[config.mk]
export PLATFORM = sky130hd
export DESIGN_NAME = asrt_front
export DESIGN_NICKNAME = d
export VERILOG_FILES = /design/src/rtl/core/active_set_swap_remove_table_macros.svh /design/src/rtl/core/asrt_pkg.sv /design/src/rtl/core/asrt_front.sv
export SDC_FILE = /design/constraint.sdc
export NUM_CORES = 1
export LEC_CHECK = 0
export BUFFER_PORTS_ARGS = -buffer_cell sky130_fd_sc_hd__buf_2
export CAP_MARGIN = 20
export CORE_ASPECT_RATIO = 1.25
export CORE_MARGIN = 2
export CORE_UTILIZATION = 38
export DETAILED_ROUTE_END_ITERATION = 12
export GPL_TIMING_DRIVEN = 0
export PLACE_DENSITY = 0.75
export SLEW_MARGIN = 20
export SYNTH_ARGS = -nofsm -noshare
export SYNTH_HDL_FRONTEND = slang
export SYNTH_SLANG_ARGS = --single-unit
[constraint.sdc]
create_clock -name i_clk -period 2.5 [get_ports i_clk]
set_clock_uncertainty 0.2 [all_clocks]
set_input_delay 0.125 -clock i_clk [delete_from_list [all_inputs] [get_ports i_clk]]
set_output_delay 0.125 -clock i_clk [all_outputs]
set_load 0.1 [all_outputs]
[src/rtl/core/active_set_swap_remove_table_macros.svh]
// ----------------------------------------------------------------------------
// Assertion macros for the active set table
// Concurrent property wrappers: same-cycle and next-cycle implication.
// ----------------------------------------------------------------------------
`ifndef ACTIVE_SET_SWAP_REMOVE_TABLE_MACROS_SVH
`define ACTIVE_SET_SWAP_REMOVE_TABLE_MACROS_SVH

// ante |-> cons, disabled while reset is asserted
`define ASRT_ASSERT_NOW(label, clk, rst_n, ante, cons) \
    label: assert property (@(posedge clk) disable iff (!(rst_n)) (ante) |-> (cons)) \
        else $error("asrt: property failed");

// ante |=> cons, disabled while reset is asserted
`define ASRT_ASSERT_NEXT(label, clk, rst_n, ante, cons) \
    label: assert property (@(posedge clk) disable iff (!(rst_n)) (ante) |=> (cons)) \
        else $error("asrt: property failed");

`endif

[src/rtl/core/asrt_pkg.sv]
// ----------------------------------------------------------------------------
// asrt_pkg
// Types and constants shared by the active set table modules.
// ----------------------------------------------------------------------------
package asrt_pkg;

    localparam int CAPACITY_DEF     = 256;
    localparam int ENTITY_SPACE_DEF = 1024;
    localparam int QUEUE_DEPTH      = 2;

    localparam int ID_W     = 10;
    localparam int IDX_W    = 8;
    localparam int STATUS_W = 3;
    localparam int CNT_W    = 9;

    typedef enum logic [1:0] {
        REQ_ADD    = 2'd0,
        REQ_REMOVE = 2'd1,
        REQ_READ   = 2'd2,
        REQ_NOP    = 2'd3
    } t_req;

    typedef enum logic [STATUS_W-1:0] {
        ST_OK       = 3'd0,
        ST_ACTIVE   = 3'd1,
        ST_INACTIVE = 3'd2,
        ST_FULL     = 3'd3,
        ST_RANGE    = 3'd4
    } t_status;

    typedef enum logic [1:0] {
        S_CLEAR,
        S_IDLE,
        S_EVAL,
        S_FIX
    } t_back_state;

    typedef struct packed {
        t_req              req;
        logic [ID_W-1:0]   entity;
        logic [IDX_W-1:0]  read_index;
    } t_cmd;

    typedef struct packed {
        t_status           status;
        logic [IDX_W-1:0]  position;
        logic [ID_W-1:0]   entity_out;
        logic              moved_valid;
        logic [CNT_W-1:0]  active_count;
    } t_result;

endpackage

[src/rtl/core/asrt_front.sv]
// ----------------------------------------------------------------------------
// asrt_front
// Input stage: takes requests, wraps the entity id into the id space and
// holds the decoded command until the queue takes it.
// ----------------------------------------------------------------------------
module asrt_front #(
    parameter int ENTITY_SPACE = asrt_pkg::ENTITY_SPACE_DEF
) (
    input  logic                        i_clk,
    input  logic                        i_rst_n,
    input  logic                        i_valid,
    output logic                        o_ready,
    input  logic [1:0]                  i_req_type,
    input  logic [asrt_pkg::ID_W-1:0]   i_entity_id,
    input  logic [asrt_pkg::IDX_W-1:0]  i_read_index,
    input  logic                        i_hold,
    output logic                        o_cmd_valid,
    input  logic                        i_cmd_ready,
    output asrt_pkg::t_cmd              o_cmd
);

    localparam longint ID_MAX = (longint'(1) << asrt_pkg::ID_W) - 1;

    // conditional subtract of space * 2^k, top down
    function automatic logic [asrt_pkg::ID_W-1:0] reduce_id(
        input logic [asrt_pkg::ID_W-1:0] id
    );
        logic [asrt_pkg::ID_W-1:0] v;
        longint                    step;
        v = id;
        for (int k = asrt_pkg::ID_W - 1; k >= 0; k--) begin
            step = longint'(ENTITY_SPACE) << k;
            if (step <= ID_MAX && longint'(v) >= step) begin
                v = v - asrt_pkg::ID_W'(step);
            end
        end
        return v;
    endfunction

    logic           r_valid, n_valid;
    asrt_pkg::t_cmd r_cmd, n_cmd;
    logic           accept;

    assign o_ready     = !i_hold && (!r_valid || i_cmd_ready);
    assign accept      = i_valid && o_ready;
    assign o_cmd_valid = r_valid;
    assign o_cmd       = r_cmd;

    always_comb begin
        n_valid = r_valid;
        n_cmd   = r_cmd;
        if (accept) begin
            n_valid            = 1'b1;
            n_cmd.req          = asrt_pkg::t_req'(i_req_type);
            n_cmd.entity       = reduce_id(i_entity_id);
            n_cmd.read_index   = i_read_index;
        end else if (i_cmd_ready) begin
            n_valid = 1'b0;
        end
    end

    always_ff @(posedge i_clk) begin
        if (!i_rst_n) begin
            r_valid <= 1'b0;
        end else begin
            r_valid <= n_valid;
        end
        r_cmd <= n_cmd;
    end

endmodule

==> results_dict.tcl <==
set metrics [dict create \
    status "complete, no violations" \
    post_drt_wl_per_cell_um 14.0 \
    crit_family "simple AND/OR/NAND/NOR gates" \
    diodes 0 \
    drtPass1Iterations 4 \
    start_util_pct 41.3 \
    grt_pass1_vias 553 \
    track_usage_pct 18.2 \
    die-area_um2 2090 \
    critPathMaxStageDelay_ps 740 \
    cap_violations 0 \
    nFillCells 111 \
    ios 47 \
    crit_path_start_kind "flop" \
    path_cells "nor2b_1 > nor2_2" \
    cp_slowest_cell "nor2_2" \
    yosys_warnings 0 \
    synth_cell_types 7 \
    antenna_found_initial 0 \
    criticalPathCategory "reg -> reg" \
    grt_overflow 0 \
    timing.final.crit_share_pct 72.1 \
    path_buf_inv 0 \
    netlist_area_um2 661 \
    postRouteAntennaNets 0 \
    p_leak_nw 0.500 \
    cp_data_required_time_ps 2220 \
    core_area_um2 1600 \
    synth.area.top_cells "edfxtp_1, dfxtp_1, a21boi_2" \
    mostFrequentLayoutCells "buf_2, dlygate4sd3_1, edfxtp_1" \
    vdd_drop_max_uv 402 \
    globalplace.congestion 0.606 \
    clk_pin_slew_ps 100 \
    grt_pass1_wl_um 2450 \
    fin_tns_setup_ps 0 \
    final_layout_size_suffix_gt1_share_pct 53.5 \
    drc_errors 0 \
    fp.dieH_um 50.6 \
    drtIter0Drc 4 \
    placement.setup.worst_slack_ps 692 \
    yosys.area.top_type "edfxtp_1" \
    worstPathMaxFanout 20 \
    hold_violations 0 \
    power.density_nw_per_um2 636 \
    grt_max_degree 21 \
    regArea_um2 621 \
    relSlewSlack_pct 36.9 \
    syn-num-nets 52 \
    die_w_um 41.3 \
    numCtsBuffers 3 \
    vias 507 \
    holdCritPathClass "in -> reg" \
    maxSlewViolCount 0 \
    setup_viol 0 \
    ys_ff_latch 21 \
    wirelength_um 1640 \
    seq_area_frac_synth_pct 93.9 \
    htreeDepth 1 \
    clk_path_buf_depth 2 \
    layout_commonest_cell "buf_2" \
    numPortBuffers 46 \
    synthCells 27 \
    clock-sinks 21 \
    multi_input_area_um2 45.0 \
    insertion_delay_ps 280 \
    tightest_slew_ps 945 \
    avgSynthCellArea_um2 24.5 \
    syn2layout_area_growth_pct 76.3 \
    postCtsSetupRepairBufs 0 \
    cts_tree "done" \
    cts_root_buf "clkbuf_4" \
    r2r_setup_slack_ps 700 \
    rsz0062_at_grt "no" \
    fmax_mhz 555 \
    rows 16 \
    arrival_ps 1520 \
    vias_per_cell 4.33 \
    endpoint_kind "flop" \
    yosysTopAreaCellShare_pct 90.9 \
    nets 125 \
    finalWorstSetupSlack_ps 698 \
    period_needed_ps 1800 \
]
## worst register-to-register path, cell delays in order, from the launching register on
cell     delay (ps)
dfxtp_1         340
nor2b_1         160
nor2_2          740
## synthesized netlist by cell type
master / n
nor2_1: 2
dfxtp_1: 1
nor2b_1: 1
nand2b_2: 1
edfxtp_1: 20
a21boi_2: 1
nand2b_1: 1
## layer usage
metal,track usage (%),routed length [µm]
met1,19.8,562
met2,31.8,882
met3,6.19,192
met4,4.84,0
met5,0,0
## through the flow
step           std cells  hold WS (ps)  total power, W  area [µm²]  util (%)
2_1_floorplan         27          23.9        0.000536         663         -
3_3_place_gp          91           102        0.000567         916      57.2
3_5_place_dp          91           103        0.000570         918      57.3
4_1_cts              117           224        0.000748        1160      72.7
5_1_grt              117           266        0.000768        1160      72.7
6_report             117           236        0.000741        1160      72.7
## path summary, 6_finish.rpt
path | startpoint | end | depth (start not counted)
worst max register to register | o_cmd_valid | o_cmd[6] | 2
worst max-delay path | o_cmd_valid | o_cmd[6] | 2
worst min-delay path | i_valid | o_cmd[9] | 3
worst min register to register | o_cmd_valid | o_cmd[9] | 2
## cell type report
cell class | instances | area share, %
flip-flops and latches | 21 | 53.3
repair buffers | 68 | 38.7
multi-input cells | 6 | 3.87
well taps | 18 | 1.93
clock buffers | 4 | 2.26
## flip-flops by register name, indices dropped and copies added, names as in the netlist
register     flops
o_cmd           20
o_cmd_valid      1
## power by group
group | switching, W | internal, W
Sequential | 0.00000369 | 0.000403
Clock | 0.0000894 | 0.0000619
Combinational | 0.000135 | 0.0000479
Total | 0.000228 | 0.000513
## cell families (layout without fill, tap and decap cells)
group           after synthesis  after routing  share of synthesized area [%]
buf+inv                       0             72                              0
compound gates                1              1                           1.70
flops                        21             21                           93.9
simple gates                  5              5                           4.36
## what timing repair did
action,4_1_cts,5_1_grt
hold buffers,22,0
endpoints found under the hold margin,21,0
resized for setup,0,0
Power figures use the tool's default switching activity.
