### src/rtl/core/active_set_swap_remove_table_macros.svh
// ----------------------------------------------------------------------------
// Assertion macros for the active set table
// Concurrent property wrappers: same-cycle and next-cycle implication.
// ----------------------------------------------------------------------------
`ifndef ACTIVE_SET_SWAP_REMOVE_TABLE_MACROS_SVH
`define ACTIVE_SET_SWAP_REMOVE_TABLE_MACROS_SVH

// ante |-> cons, disabled while reset is asserted
`define ASRT_ASSERT_NOW(label, clk, rst_n, ante, cons) \
    label: assert property (@(posedge clk) disable iff (!(rst_n)) (ante) |-> (cons)) \
        else $error("asrt: property failed");

// ante |=> cons, disabled while reset is asserted
`define ASRT_ASSERT_NEXT(label, clk, rst_n, ante, cons) \
    label: assert property (@(posedge clk) disable iff (!(rst_n)) (ante) |=> (cons)) \
        else $error("asrt: property failed");

`endif

### src/rtl/core/asrt_pkg.sv
// ----------------------------------------------------------------------------
// asrt_pkg
// Types and constants shared by the active set table modules.
// ----------------------------------------------------------------------------
package asrt_pkg;

    localparam int CAPACITY_DEF     = 256;
    localparam int ENTITY_SPACE_DEF = 1024;
    localparam int QUEUE_DEPTH      = 2;

    localparam int ID_W     = 10;
    localparam int IDX_W    = 8;
    localparam int STATUS_W = 3;
    localparam int CNT_W    = 9;

    typedef enum logic [1:0] {
        REQ_ADD    = 2'd0,
        REQ_REMOVE = 2'd1,
        REQ_READ   = 2'd2,
        REQ_NOP    = 2'd3
    } t_req;

    typedef enum logic [STATUS_W-1:0] {
        ST_OK       = 3'd0,
        ST_ACTIVE   = 3'd1,
        ST_INACTIVE = 3'd2,
        ST_FULL     = 3'd3,
        ST_RANGE    = 3'd4
    } t_status;

    typedef enum logic [1:0] {
        S_CLEAR,
        S_IDLE,
        S_EVAL,
        S_FIX
    } t_back_state;

    typedef struct packed {
        t_req              req;
        logic [ID_W-1:0]   entity;
        logic [IDX_W-1:0]  read_index;
    } t_cmd;

    typedef struct packed {
        t_status           status;
        logic [IDX_W-1:0]  position;
        logic [ID_W-1:0]   entity_out;
        logic              moved_valid;
        logic [CNT_W-1:0]  active_count;
    } t_result;

endpackage

### src/rtl/core/asrt_queue.sv
// ----------------------------------------------------------------------------
// asrt_queue
// Short command queue between the front and back ends.
// ----------------------------------------------------------------------------
module asrt_queue (
    input  logic           i_clk,
    input  logic           i_rst_n,
    input  logic           i_push_valid,
    output logic           o_push_ready,
    input  asrt_pkg::t_cmd i_push_cmd,
    output logic           o_pop_valid,
    input  logic           i_pop_ready,
    output asrt_pkg::t_cmd o_pop_cmd
);

    localparam int DEPTH = asrt_pkg::QUEUE_DEPTH;
    localparam int AW    = (DEPTH > 1) ? $clog2(DEPTH) : 1;
    localparam int CW    = $clog2(DEPTH + 1);

    asrt_pkg::t_cmd  r_mem [DEPTH];
    logic [AW-1:0]   r_wr, n_wr;
    logic [AW-1:0]   r_rd, n_rd;
    logic [CW-1:0]   r_cnt, n_cnt;
    logic            push, pop;

    assign o_push_ready = (r_cnt != CW'(DEPTH));
    assign o_pop_valid  = (r_cnt != '0);
    assign o_pop_cmd    = r_mem[r_rd];
    assign push         = i_push_valid && o_push_ready;
    assign pop          = o_pop_valid && i_pop_ready;

    always_comb begin
        n_wr  = r_wr;
        n_rd  = r_rd;
        n_cnt = r_cnt;
        if (push) begin
            n_wr = (r_wr == AW'(DEPTH - 1)) ? '0 : r_wr + AW'(1);
        end
        if (pop) begin
            n_rd = (r_rd == AW'(DEPTH - 1)) ? '0 : r_rd + AW'(1);
        end
        if (push && !pop) begin
            n_cnt = r_cnt + CW'(1);
        end else if (pop && !push) begin
            n_cnt = r_cnt - CW'(1);
        end
    end

    always_ff @(posedge i_clk) begin
        if (!i_rst_n) begin
            r_wr  <= '0;
            r_rd  <= '0;
            r_cnt <= '0;
        end else begin
            r_wr  <= n_wr;
            r_rd  <= n_rd;
            r_cnt <= n_cnt;
        end
        if (push) begin
            r_mem[r_wr] <= i_push_cmd;
        end
    end

endmodule

### config.mk
export PLATFORM = sky130hd
export DESIGN_NAME = asrt_queue
export DESIGN_NICKNAME = d
export VERILOG_FILES = /design/src/rtl/core/active_set_swap_remove_table_macros.svh /design/src/rtl/core/asrt_pkg.sv /design/src/rtl/core/asrt_queue.sv
export SDC_FILE = /design/constraint.sdc
export NUM_CORES = 1
export LEC_CHECK = 0
export ABC_AREA = 1
export BUFFER_PORTS_ARGS = -buffer_cell sky130_fd_sc_hd__buf_2
export CAP_MARGIN = 20
export CORE_MARGIN = 5
export CORE_UTILIZATION = 46
export DETAILED_ROUTE_END_ITERATION = 12
export PLACE_DENSITY = 0.74
export SLEW_MARGIN = 25
export SYNTH_ARGS = -nofsm -noshare
export SYNTH_HDL_FRONTEND = slang
export SYNTH_SLANG_ARGS = --single-unit
### constraint.sdc
create_clock -name i_clk -period 1.83 [get_ports i_clk]
set_input_delay 0.0915 -clock i_clk [delete_from_list [all_inputs] [get_ports i_clk]]
set_output_delay 0.0915 -clock i_clk [all_outputs]
set_load 0.01 [all_outputs]
==> results.cfg, run 1 <==
[sta]
drv_slew = 0
hold_ws_ps = 56.3
fin_crit_sh_pct = 82.0
tightest_slew_ps = 276
tns_ps = 0
rsz0062_at_grt = false
skew_ps = 9.00
period_needed_ps = 1500
fin_ws_ps = 329
finalSetupViolations = 0
max_slew_margin_pct = 81.6
max_freq_ghz = 0.666
hold_violations = 0

[place]
preCtsSetupSlack_ps = 357
placed_cell_area_sq_um = 2070
dp_hpwl_mm = 2.13
place.port_buffers = 45
gp_congestion = 0.706

[layout]
fillers = 305
design_area_sq_um = 2390
final_common_cell = buf_2
multi_input_area_sq_um = 425
layout-drive-gt1-share_pct = 47.7
diodes = 0
seq_area_sq_um = 1300
area_growth_pct = 34.5
nNetsFinal = 198
final_cell_mix = buf_2, edfxtp_1, mux2_4, dlygate4sd3_1, nand2_1
fin_util_pct = 64.8

[critical_path]
end_kind = register
crit_type = reg -> reg
cp_max_fo = 5
start_kind = register
cp_cell_sequence = inv_2 > nand2_2 > nand2_4 > clkinv_2 > ha_1 > inv_1 > nand3_1 > nand2_1 > inv_1 > nor2_1
slowest_stage = dfxtp_1
crit_start = r_cnt[0]
reg2reg_from = r_cnt[0]
crit_top_cell = inv_1
critPathMaxStageDelay_ps = 360
cp.arrival_ps = 1730
cp.required_ps = 2060

[routing]
drt_first_pass_iters = 4
drt-initial-drc-count = 41
wl_mm = 3.00
drc = 0
ant_nets = 0
viasPerCell = 4.63
wl_per_cell_um = 13.5
dr_total_vias = 1027

[clock_network]
tritoncts = yes
numCtsBuffers = 5
clock_path_buffers = 2
cts_max_level = 2
ctsResizeCount = 0
post_cts_buffers = 0
path_clk_slew_ps = 90
clkSinkCount = 45
cts-root-buf = clkbuf_8
clk-insertion-delay-late_ps = 290
cts_hold_buf = 20

[pwr]
vdd_drop_max_mv = 0.695
power.leakage_uw = 0.000982
p_per_area_nw_per_um2 = 1240

[status]
status = finished, final reports clean

[synthesis]
syn_area_per_cell_sq_um = 17.9
synth.distinct_cells = 17
syn-cell-area_sq_um = 1780
syn_inst = 99
syn_nets = 124
ys_ff_latch = 45
ys.warnings.count = 0
synth_seq_area_share_pct = 73.3

[global_routing]
antenna_found_initial = 0
gr-total-overflow = 0
track_usage_pct = 12.4
grt_pass1_vias = 1120
grt_max_degree = 21
grt_pass1_wl_mm = 4.86

[floorplanning]
row_count = 22
fp.dieW_um = 72.1
io_pins = 46
dieHeight_um = 72.1
die-area_sq_um = 5200
start_util_pct = 48.1
fp.coreArea_sq_um = 3690

[hold_path]
worstHoldStart = i_rst_n
min_path_type = in -> reg

[job]
maxCapViolCount = 0
-- kinds of logic (layout without fill, tap and decap cells) --
logic type	Yosys count	after routing	synth area share [%]
DFF	45	45	73.3
muxes	20	20	16.9
and+or+nand+nor	19	19	4.79
buffers and inverters	10	85	3.03
AOI/OAI and AO/OA	4	4	1.27
adders and majority gates	1	1	0.705
-- per-layer routing --
metal	GRT usage [%]	part of all wire [%]
met4	5.01	1.6
met5	0	0
met2	22.9	52
met3	4.02	6.7
met1	13.0	40
-- layout make-up --
cell class / count / area share (%)
Sequential cell: 45 / 54.5
Clock inverter: 3 / 1.94
Timing Repair Buffer: 69 / 19.1
Multi-Input combinational cell: 44 / 17.8
Inverter: 8 / 1.31
Tap cell: 48 / 2.51
Clock buffer: 5 / 2.88
-- final timing paths --
kind,endpoint,slack [ps],depth (start not counted)
max,r_cnt[1],330,10
min,r_cnt[1],60,3
max reg2reg,r_cnt[1],330,10
min reg2reg,register,510,2
-- flip-flops by register name, summed over array words and instances (netlist names), named ones only --
name and flops:
r_rd 1, r_wr 1, r_cnt 2, r_mem 40
-- critical path: cells and delay by family (launching register included) --
family / cells / cell delay [ps]
adder cells (fa/ha/maj): 1 / 330
buffers and inverters: 4 / 310
flip-flops: 1 / 360
AND/OR/NAND/NOR: 5 / 420
-- cells in the mapped netlist --
cell type,instances,area share (%)
dfxtp_1,5,5.6
o21a_1,1,0.42
inv_1,6,1.3
edfxtp_1,40,68
a21oi_1,1,0.28
nand2_4,1,0.63
nand2_2,1,0.35
mux2_4,20,17
o21ai_0,2,0.56
clkinv_2,1,0.28
nor2_1,8,1.7
buf_6,2,1.3
nand3_1,1,0.28
ha_1,1,0.70
nand2_1,7,1.5
inv_2,1,0.21
nand4_1,1,0.35
-- report_power, final --
group	switching (uW)	total [uW]	internal (uW)
clock	319	727	408
sequential	62.3	1360	1300
combinational	442	883	441
total	823	2970	2150
-- per-stage QoR --
| stage | total power (uW) | instances |
|---|---|---|
| 2_1_floorplan | 1970 | 99 |
| 3_3_place_gp | 2200 | 194 |
| 3_5_place_dp | 2260 | 194 |
| 4_1_cts | 3010 | 222 |
| 5_1_grt | 3150 | 222 |
| 6_report | 2970 | 222 |
Power figures use the tool's default switching activity.
==> inputs of run 2 (changes only) <==
==> constraint.sdc (replaced) <==
create_clock -name i_clk -period 1.3 [get_ports i_clk]
set_input_delay 0.065 -clock i_clk [delete_from_list [all_inputs] [get_ports i_clk]]
set_output_delay 0.065 -clock i_clk [all_outputs]
set_load 0.01 [all_outputs]
==> run 2 against run 1 <==
  * The flow now finishes with violations (setup timing)
  * Total power is 62% higher
  * Combinational power grew 89%
  * Register-to-register slack got worse by 310 ps
  * Routed wire length grew 10%
  * Flip-flop and latch count did not move
  * Non-clock buffer count is 7 higher
  * Global-route usage grew 1.5 points
  * Cell count is 3.2% higher
  * Highest routed layer unchanged
==> results.cfg, run 2 (synthesis gave the netlist of run 1 again) <==
[sta]
fin_ws_ps = -14.8
rsz0062_at_grt = true
tightest_slew_ps = 179
hold_violations = 0
skew_ps = 3.53
drv_slew = 0
finalSetupViolations = 20
fin_crit_sh_pct = 101
max_slew_margin_pct = 88.0
period_needed_ps = 1310
max_freq_ghz = 0.761

[critical_path]
cp_cell_sequence = buf_12 > mux2_4 > buf_6
cp_max_fo = 12
crit_type = reg -> out
rr_worst_depth = 9
cp.required_ps = 1240
crit_cells = 3
cp.arrival_ps = 1250
crit_buf_inv = 2
reg2reg_from = r_cnt[0]
cp_top_family = flip-flops
start_kind = register
end_kind = output pin
critPathMaxStageDelay_ps = 370
slowest_stage = dfxtp_4

[floorplanning]
die-area_sq_um = 5200
row_count = 22
dieHeight_um = 72.1
io_pins = 46
start_util_pct = 48.1
fp.dieW_um = 72.1
fp.coreArea_sq_um = 3690

[place]
gp_congestion = 0.698
placed_cells = 197
place.port_buffers = 45
dp_hpwl_mm = 2.33

[clock_network]
cts-root-buf = clkbuf_8
cts_max_level = 2
clock_path_buffers = 2
tritoncts = yes
numCtsBuffers = 5
clk-insertion-delay-late_ps = 290
path_clk_slew_ps = 80
clkSinkCount = 45

[routing]
viasPerCell = 4.63
ant_nets = 0
drt-initial-drc-count = 43
drt_first_pass_iters = 4
drc = 0
dr_total_vias = 1060
wl_per_cell_um = 14.4
wl_mm = 3.31

[layout]
finalNonFillerCells = 229
final_common_cell = edfxtp_1
reg_top3 = r_mem (40), r_cnt (2)
top_register = r_mem
area_growth_pct = 47.4
fin_util_pct = 71.0
diodes = 0
layout-drive-gt1-share_pct = 53.6
final_cell_mix = edfxtp_1, buf_2, mux2_4, dlygate4sd3_1, buf_6
nNetsFinal = 205
largest_reg_flops = 40

[pwr]
vdd_drop_max_mv = 1.20
p_per_area_nw_per_um2 = 1840
power.leakage_uw = 0.00107

[global_routing]
grt_use_met3_pct = 4.29
gr-total-overflow = 0
grt_pass1_wl_mm = 5.48
grt_pass1_vias = 1177
track_usage_pct = 13.9
global_route.usage.met2_pct = 26.2
grt_use_met1_pct = 14.7
antenna_found_initial = 0
grt-busiest-layer = met2
grt_max_degree = 15

[job]
maxCapViolCount = 0

[status]
violations = setup timing
status = complete, but fails checks

[hold_path]
min_path_type = in -> reg
worstHoldStart = i_rst_n
whs_path_depth = 3
run 2: cell types whose count changed in the layout (fill, tap and decap cells not counted), sizes merged:
cell	delta
buf	+7
bufinv	+1
clkinvlp	-1
run 2: final timing paths:
kind / endpoint / slack, ps
min: r_cnt[1] / 40
max: o_pop_cmd[18] / -10
min reg2reg: r_rd / 540
max reg2reg: r_cnt[1] / 20
run 2: power breakdown:
group / total, uW / switching, uW / leakage, uW / internal [uW]
clock: 1200 / 436 / 0.0000681 / 763
combinational: 1670 / 748 / 0.000588 / 922
sequential: 1950 / 102 / 0.000416 / 1850
run 2: area by class of cell:
type	instances	area, sq um
Clock buffer	5	68.8
Multi-Input combinational cell	44	458
Timing Repair Buffer	76	618
Sequential cell	45	1310
Tap cell	48	60.1
Clock inverter	3	65.1
Inverter	8	37.5
Fill cell	248	1070
run 2: worst register-to-register path, cell delays in order (launching register included):
cell and delay (ps):
dfxtp_2 340, inv_2 80, nand2_4 60, nand2_4 90, clkinv_4 70, ha_4 290
inv_4 40, nand4_1 90, nand2_1 60, nor2_1 90
run 2: repair_timing:
action / CTS / global route
endpoints found under the setup margin: 22 / 22
setup buffers: 0 / 4
gates resized for setup: 19 / 14
pin swaps: 0 / 5
endpoints found under the hold margin: 40 / 0
hold buffers: 20 / 0
run 2: per-layer routing:
layer | vias to the layer above | wire length [um]
li1 | 523 | -
met1 | 493 | 1210
met2 | 38 | 1830
met3 | 6 | 217
met4 | 0 | 45
met5 | - | 0
run 2: metrics by stage:
stage | setup slack, ps | TNS (ps) | total power [uW] | instance area, sq um | hold slack [ps]
2_1_floorplan | -208 | -8320 | 2770 | 1780 | 164
3_3_place_gp | 53.6 | 0 | 3160 | 2110 | 253
3_5_place_dp | -115 | -210 | 3250 | 2110 | 259
4_1_cts | -47.5 | -668 | 4690 | 2540 | 25.1
5_1_grt | -64.3 | -1240 | 5070 | 2620 | 33.7
6_report | -14.8 | -191 | 4820 | 2620 | 42.8
